===== src/rtl/core/hld_pkg.sv =====
package hld_pkg;

    localparam int ADDR_W  = 32;
    localparam int COUNT_W = 16;
    localparam int CFG_IDX_W  = 1;
    localparam int CFG_DATA_W = 16;

    localparam logic [CFG_IDX_W-1:0] CFG_ENABLE    = 1'd0;
    localparam logic [CFG_IDX_W-1:0] CFG_THRESHOLD = 1'd1;

    localparam logic               ENABLE_RESET    = 1'b1;
    localparam logic [COUNT_W-1:0] THRESHOLD_RESET = 16'd50;
    localparam logic [COUNT_W-1:0] COUNT_MAX       = 16'hFFFF;
    localparam logic [COUNT_W-1:0] COUNT_FIRST     = 16'd1;

    typedef enum logic [2:0] {
        ST_IDLE,
        ST_SCAN,
        ST_UPDATE,
        ST_APPEND,
        ST_DONE
    } t_state;

    typedef struct packed {
        logic capture;
        logic start_scan;
        logic advance;
        logic take_match;
        logic update;
        logic append;
        logic load_out;
    } t_cmd;

    typedef struct packed {
        logic skip;
        logic empty;
        logic full;
        logic match;
        logic last;
        logic out_free;
    } t_status;

endpackage


===== src/rtl/core/hld_ctrl.sv =====
module hld_ctrl (
    input  logic            i_clk,
    input  logic            i_rst_n,
    input  logic            i_in_valid,
    output logic            o_in_ready,
    input  hld_pkg::t_status i_status,
    output hld_pkg::t_cmd   o_cmd
);

    hld_pkg::t_state r_state;
    hld_pkg::t_state n_state;

    always_ff @(posedge i_clk) begin
        if (!i_rst_n) begin
            r_state <= hld_pkg::ST_IDLE;
        end else begin
            r_state <= n_state;
        end
    end

    always_comb begin
        n_state = r_state;
        case (r_state)
            hld_pkg::ST_IDLE: begin
                if (i_in_valid) begin
                    if (i_status.skip) begin
                        n_state = hld_pkg::ST_DONE;
                    end else if (i_status.empty) begin
                        n_state = hld_pkg::ST_APPEND;
                    end else begin
                        n_state = hld_pkg::ST_SCAN;
                    end
                end
            end
            hld_pkg::ST_SCAN: begin
                if (i_status.match) begin
                    n_state = hld_pkg::ST_UPDATE;
                end else if (i_status.last) begin
                    n_state = i_status.full ? hld_pkg::ST_DONE : hld_pkg::ST_APPEND;
                end
            end
            hld_pkg::ST_UPDATE: n_state = hld_pkg::ST_DONE;
            hld_pkg::ST_APPEND: n_state = hld_pkg::ST_DONE;
            hld_pkg::ST_DONE: begin
                if (i_status.out_free) begin
                    n_state = hld_pkg::ST_IDLE;
                end
            end
            default: n_state = hld_pkg::ST_IDLE;
        endcase
    end

    always_comb begin
        o_cmd      = '0;
        o_in_ready = 1'b0;
        case (r_state)
            hld_pkg::ST_IDLE: begin
                o_in_ready = 1'b1;
                if (i_in_valid) begin
                    o_cmd.capture    = 1'b1;
                    o_cmd.start_scan = !i_status.skip && !i_status.empty;
                end
            end
            hld_pkg::ST_SCAN: begin
                if (i_status.match) begin
                    o_cmd.take_match = 1'b1;
                end else if (!i_status.last) begin
                    o_cmd.advance = 1'b1;
                end
            end
            hld_pkg::ST_UPDATE: o_cmd.update = 1'b1;
            hld_pkg::ST_APPEND: o_cmd.append = 1'b1;
            hld_pkg::ST_DONE:   o_cmd.load_out = i_status.out_free;
            default: o_cmd = '0;
        endcase
    end

endmodule


===== config.mk =====
export PLATFORM = sky130hd
export DESIGN_NAME = hld_ctrl
export DESIGN_NICKNAME = d
export VERILOG_FILES = /design/src/rtl/core/hld_pkg.sv /design/src/rtl/core/hld_ctrl.sv
export SDC_FILE = /design/constraint.sdc
export NUM_CORES = 1
export LEC_CHECK = 0
export BUFFER_PORTS_ARGS = -buffer_cell sky130_fd_sc_hd__buf_4
export CORE_AREA = 3 3 40 42
export DETAILED_ROUTE_END_ITERATION = 10
export DIE_AREA = 0 0 43 45
export PLACE_DENSITY = 0.55
export SETUP_SLACK_MARGIN = 0.4
export SYNTH_ARGS = -nofsm -noshare
export SYNTH_HDL_FRONTEND = slang
export SYNTH_SLANG_ARGS = --single-unit

===== constraint.sdc =====
create_clock -name i_clk -period 2.2 [get_ports i_clk]
set_input_delay 0.44 -clock i_clk [delete_from_list [all_inputs] [get_ports i_clk]]
set_output_delay 0.44 -clock i_clk [all_outputs]
set_load 0.01 [all_outputs]

==> impl_metrics.env, run 1 <==
export IMPL_maxCapViolations=0
export IMPL_cts_sinks=3
export IMPL_num_rows=13
export IMPL_worstPathRequired_ns=1.76
export IMPL_start_util=0.203
export IMPL_synth_yosys_seq_area_share=0.231
export IMPL_r2r_cells=3
export IMPL_period_share=0.757
export IMPL_track_usage=0.0739
export IMPL_slew_violations=0
export IMPL_p_per_area_nw_per_um2=566
export IMPL_n_antenna_cell=0
export IMPL_vias=305
export IMPL_status="finished clean"
export IMPL_async_flop_share=0
export IMPL_htree_num_levels=1
export IMPL_synth_edf_count=0
export IMPL_placed_cells=62
export IMPL_synthFlopType="dfxtp_1"
export IMPL_clockBufferDepth=2
export IMPL_synth_area_top_cells="dfxtp_1 23%, a2111oi_2 5.8%, and3_2 5.8%"
export IMPL_skew_ns=0.00119
export IMPL_hold_path_end="r_state[0]"
export IMPL_nFillCells=148
export IMPL_grt_max_degree=12
export IMPL_synthCells=32
export IMPL_critPathMaxStageDelay_ns=0.36
export IMPL_wirelength_um=715
export IMPL_finalSetupTns_ns=0
export IMPL_fin_nets=62
export IMPL_crit_buf_inv=1
export IMPL_r2r_start="r_state[0]"
export IMPL_hp_class="in2reg"
export IMPL_clk_latency_ns=0.23
export IMPL_fmax_mhz=600
export IMPL_path_max_fanout=8
export IMPL_multiInputGateArea_sq_um=194
export IMPL_cp_top_family="simple AND/OR/NAND/NOR gates"
export IMPL_synth_common_cells="3 x dfxtp_1, 3 x nor2_1, 2 x and3_2, 2 x nand2_1, 2 x nor3b_1"
export IMPL_dr_first_iter_drc_count=4
export IMPL_r2r_end="r_state[2]"
export IMPL_grt_setup_unrepaired="no"
export IMPL_ff_latch_area_sq_um=63.8
export IMPL_drive_gt1_frac=0.615
export IMPL_min_from="i_rst_n"
export IMPL_largest_reg_flops=3
export IMPL_cts_tree="done"
export IMPL_critPathSlowestCell="dfxtp_2"
export IMPL_synth_cell_types=25
export IMPL_via_per_inst=4.55
export IMPL_post_dp_cell_area_sq_um=392
export IMPL_coreArea_sq_um=1280
export IMPL_io_pins=17
export IMPL_grt_pass1_wl_um=1080
export IMPL_reg_top3="r_state (3)"
export IMPL_antenna_found_initial=0
export IMPL_area_growth_pct=66.8
export IMPL_ir_drop_mv=0.147
export IMPL_final_area_sq_um=434
export IMPL_drtAntennaViolNets=0
export IMPL_path_cells="nor3_2, and2_1, nor3b_2, buf_4"
export IMPL_ff2ff_setup_slack_ns=0.98
export IMPL_first_pass_iters=4
export IMPL_min_period_ns=1.67
export IMPL_yosysTopAreaCellShare=0.231
export IMPL_startpoint="r_state[1]"
export IMPL_finalSetupViolCount=0
export IMPL_cp_start_kind="flip-flop"
export IMPL_netlist_top_cell_by_area="dfxtp_1"
export IMPL_dieArea_sq_um=1940
export IMPL_worstSetupPathType="reg2out"
export IMPL_critPathCaptureType="output pin"
export IMPL_syn_area_sq_um=260
export IMPL_dpl_hpwl_um=536
export IMPL_grt_remaining_overflow=0
export IMPL_yosysWarnings=0
export IMPL_die_y_um=45
export IMPL_synth_avg_cell_area_sq_um=8.13
export IMPL_p_leak_nw=0.203
export IMPL_arrival_ns=1.23
export IMPL_fp_dieW_um=43
export IMPL_clkSlewWorstSetupHoldPaths_ns=0.04
export IMPL_hold_path_depth=2
export IMPL_worst_pin_slew_ns=0.381
export IMPL_numCtsBuffers=3
export IMPL_synth_seq_cells=3
export IMPL_cts_root_buf="clkbuf_4"
export IMPL_grt_pass1_vias=276
export IMPL_drc=0
export IMPL_wl_per_cell_um=10.7
export IMPL_finalHoldViolCount=0
export IMPL_top_register="r_state"
export IMPL_place_port_buffers=16
export IMPL_synth_net_count=41
export IMPL_finalNonFillerCells=67
export IMPL_place_gp_congestion=0.766
export IMPL_maxSlewHeadroom=0.743
## metal layers
metal  share of wire  GRT usage
met1            0.47      0.103
met2            0.44      0.108
met3           0.085    0.00398
met4               0     0.0542
met5               0          0
## what timing repair did
action,in CTS,in global routing
pin swaps,1,0
endpoints found under the setup margin,1,2
hold buffers,0,0
gates resized for setup,0,4
buffers inserted,1,0
## where the power goes
| part | leakage (nW) | internal [W] | total (W) | switching [W] |
|---|---|---|---|---|
| Sequential | 0.0258 | 0.0000607 | 0.0000730 | 0.0000123 |
| Combinational | 0.162 | 0.0000467 | 0.0000788 | 0.0000321 |
| Clock | 0.0150 | 0.0000678 | 0.0000940 | 0.0000262 |
| Total | 0.203 | 0.000175 | 0.000246 | 0.0000706 |
## stage by stage
| step | power, W | setup WS (ns) | utilization | hold slack [ns] |
|---|---|---|---|---|
| after floorplan | 0.000110 | 0.531 | - | 0.546 |
| after global placement | 0.000145 | 0.637 | 0.305 | 0.603 |
| after detailed placement | 0.000146 | 0.609 | 0.305 | 0.618 |
| after CTS | 0.000248 | 0.410 | 0.331 | 0.448 |
| after global routing | 0.000262 | 0.420 | 0.338 | 0.455 |
| final | 0.000246 | 0.534 | 0.338 | 0.450 |
## worst max-delay path by stage
stage | endpoint | slack (ns) | cells after the start
finish | o_cmd[5] | 0.53 | 4
detailed placement | o_cmd[5] | 0.61 | 4
CTS | o_cmd[5] | 0.41 | 4
global route | o_cmd[5] | 0.42 | 4
global placement | o_cmd[5] | 0.64 | 4
floorplan | o_cmd[5] | 0.53 | 3
## cells by family (layout without fill, tap and decap cells)
logic type,count (synthesis),count (layout),synth area share
flip-flops,3,3,0.231
AND/OR/NAND/NOR,21,21,0.539
AO/OA/AOI/OAI,6,6,0.187
buffers and inverters,2,22,0.0433
## cell type report
type | count | area share
Inverter | 1 | 0.00865
Sequential cell | 3 | 0.147
Clock buffer | 4 | 0.0605
Tap cell | 15 | 0.0432
Multi-Input combinational cell | 27 | 0.447
Timing Repair Buffer | 17 | 0.294
## placed cells by master, fill, tap and decap left out, types with 2 or more instances in the layout
master	n
buf_4	17
nand2_1	2
and3_2	2
nor2_1	3
dfxtp_2	3
clkbuf_4	3
Note: power is estimated with default switching activity, not from simulation.
==> run 2, diff against run 1 <==
Settings changed: ABC_AREA set to 1, PLACE_DENSITY 0.55 to 0.6.
Clock period 2.2 ns to 1.39 ns, I/O delays scaled along.
==> run 2 against run 1 <==
Global-route usage grew 4.8 points. Highest routed layer is now met4. Hold slack lost 0.16 ns. Wire length grew 64%. Clock skew shrank 0.00090 ns. Cell area grew 62%. Critical path type unchanged. Area after synthesis grew 16%. Die area is the same. The flow now finishes with violations (negative setup slack).
==> impl_metrics.env, run 2 <==
export IMPL_syn_area_sq_um=302
export IMPL_grt_remaining_overflow=0
export IMPL_period_share=1.02
export IMPL_synthAdderAreaFrac=0
export IMPL_synth_common_cells="11 x inv_1, 10 x nor2_1, 7 x nand2_1"
export IMPL_finalHoldViolCount=0
export IMPL_place_gp_congestion=0.799
export IMPL_synth_area_top_cells="dfxtp_1 20%, inv_1 14%, nor2_1 12%"
export IMPL_grt_pass1_vias=424
export IMPL_grt_max_degree=8
export IMPL_synth_avg_cell_area_sq_um=5.80
export IMPL_finalSetupTns_ns=-0.0489
export IMPL_drc=0
export IMPL_synthFlopType="dfxtp_1"
export IMPL_track_usage=0.122
export IMPL_p_leak_nw=0.359
export IMPL_synth_net_count=61
export IMPL_holdBufCountCts=0
export IMPL_arrival_ns=1.14
export IMPL_numCtsBuffers=3
export IMPL_nFillCells=119
export IMPL_synth_compound_area_share=0.0456
export IMPL_setup_slack_ns=-0.0250
export IMPL_fp_dieW_um=43
export IMPL_wl_per_cell_um=11.6
export IMPL_final_area_sq_um=702
export IMPL_mostFrequentLayoutCells="22 x buf_4, 9 x inv_1, 8 x buf_6"
export IMPL_slew_violations=0
export IMPL_place_port_buffers=16
export IMPL_final_common_cell="buf_4"
export IMPL_cpMostUsedCell="buf_6"
export IMPL_yosysTopAreaCellShare=0.199
export IMPL_placed_cells=83
export IMPL_top_register="r_state"
export IMPL_fin_nets=96
export IMPL_critPathSlowestCell="dfxtp_4"
export IMPL_clk_latency_ns=0.23
export IMPL_first_pass_iters=4
export IMPL_coreArea_sq_um=1280
export IMPL_dieArea_sq_um=1940
export IMPL_ir_drop_mv=1.06
export IMPL_synth_mux_area_frac=0
export IMPL_clockBufferDepth=2
export IMPL_io_pins=17
export IMPL_cts_sinks=3
export IMPL_num_rows=13
export IMPL_post_dp_cell_area_sq_um=474
export IMPL_dr_first_iter_drc_count=5
export IMPL_violations="negative setup slack"
export IMPL_maxSlewHeadroom=0.837
export IMPL_grt_setup_unrepaired="yes"
export IMPL_worst_hold_slack_ns=0.287
export IMPL_area_growth_pct=133
export IMPL_synth_edf_count=0
export IMPL_synth_top_family_by_area="simple AND/OR/NAND/NOR gates"
export IMPL_cp_start_kind="flip-flop"
export IMPL_grt_pass1_wl_um=1690
export IMPL_reg_top3="r_state (3)"
export IMPL_min_period_ns=1.42
export IMPL_cp_top_family="flip-flops"
export IMPL_synth_seq_cells=3
export IMPL_yosysWarnings=0
export IMPL_clkSlewWorstSetupHoldPaths_ns=0.03
export IMPL_p_per_area_nw_per_um2=1940
export IMPL_start_util=0.235
export IMPL_wirelength_um=1170
export IMPL_fmax_mhz=707
export IMPL_status="complete, but fails checks"
export IMPL_die_y_um=45
export IMPL_maxCapViolations=0
export IMPL_netlist_top_cell_by_area="dfxtp_1"
export IMPL_synth_yosys_seq_area_share=0.199
export IMPL_drtAntennaViolNets=0
export IMPL_htree_num_levels=1
export IMPL_vias=440
export IMPL_synth_most_common_cell="inv_1"
export IMPL_cts_tree="done"
export IMPL_largest_reg_flops=3
export IMPL_dpl_hpwl_um=652
export IMPL_synthXorXnorAreaFrac=0
export IMPL_drive_gt1_frac=0.721
export IMPL_n_antenna_cell=0
export IMPL_via_per_inst=4.36
export IMPL_finalSetupViolCount=2
export IMPL_worstSetupPathType="reg2out"
export IMPL_skew_ns=0.000294
export IMPL_place_ws_ns=0.211
export IMPL_yosys_area_share_simple=0.581
export IMPL_critPathMaxStageDelay_ns=0.37
export IMPL_async_flop_share=0
export IMPL_path_cells="nor3_4, buf_4, buf_6, buf_6"
export IMPL_crit_buf_inv=3
export IMPL_synth_cell_types=15
export IMPL_critPathCaptureType="output pin"
export IMPL_path_max_fanout=5
export IMPL_hp_class="in2reg"
export IMPL_worstPathRequired_ns=1.11
export IMPL_ff2ff_setup_slack_ns=0.02
export IMPL_synthCells=52
export IMPL_antenna_found_initial=0
export IMPL_worst_pin_slew_ns=0.242
export IMPL_finalNonFillerCells=101
export IMPL_cts_root_buf="clkbuf_4"
## run 2: worst paths after layout
check	from	to	depth (start not counted)
worst min-delay path	i_rst_n	r_state[0]	3
worst max register to register	r_state[2]	r_state[0]	9
worst max-delay path	r_state[2]	o_in_ready	4
worst min register to register	r_state[2]	r_state[2]	4
## run 2: final cells by class
class	count	area (sq um)	share of cell area
multi-input combinational	35	273	0.389
inverter	14	57.6	0.0820
tap	15	18.8	0.0267
sequential	3	71.3	0.102
timing repair buffer	30	255	0.364
clock buffer	4	26.3	0.0374
## run 2: cell families (layout without fill, tap and decap cells)
group,after synthesis,after routing
flip-flops,3,3
AND/OR/NAND/NOR,33,33
AO/OA/AOI/OAI,2,2
buffers and inverters,14,48
## run 2: power breakdown
group          switching, W  internal [W]  leakage [nW]
clock             0.0000415      0.000107        0.0150
combinational      0.000445      0.000544         0.317
sequential        0.0000907      0.000134        0.0267
total              0.000578      0.000786         0.359
## run 2: worst min-delay path, cell delays in order
cell and delay, ns:
buf_4 0.11, nand2_1 0.05, nor2_1 0.03
## run 2: metal layers
layer | GRT usage | vias up | share of wire
met1 | 0.116 | 195 | 0.37
met3 | 0.0159 | 2 | 0.052
li1 | - | 230 | -
met4 | 0.0904 | 0 | 0.0034
met5 | 0 | - | 0
met2 | 0.237 | 13 | 0.57
## run 2: repair_timing
action,in CTS,in global routing
setup buffers,9,5
gates resized for setup,21,7
setup endpoints to repair,11,11
pin swaps,12,5
## run 2: per-stage QoR
stage,utilization,total power (W)
final,0.546,0.00136
after global routing,0.546,0.00146
after CTS,0.498,0.00116
after detailed placement,0.369,0.000715
after global placement,0.369,0.000717
after floorplan,-,0.000554
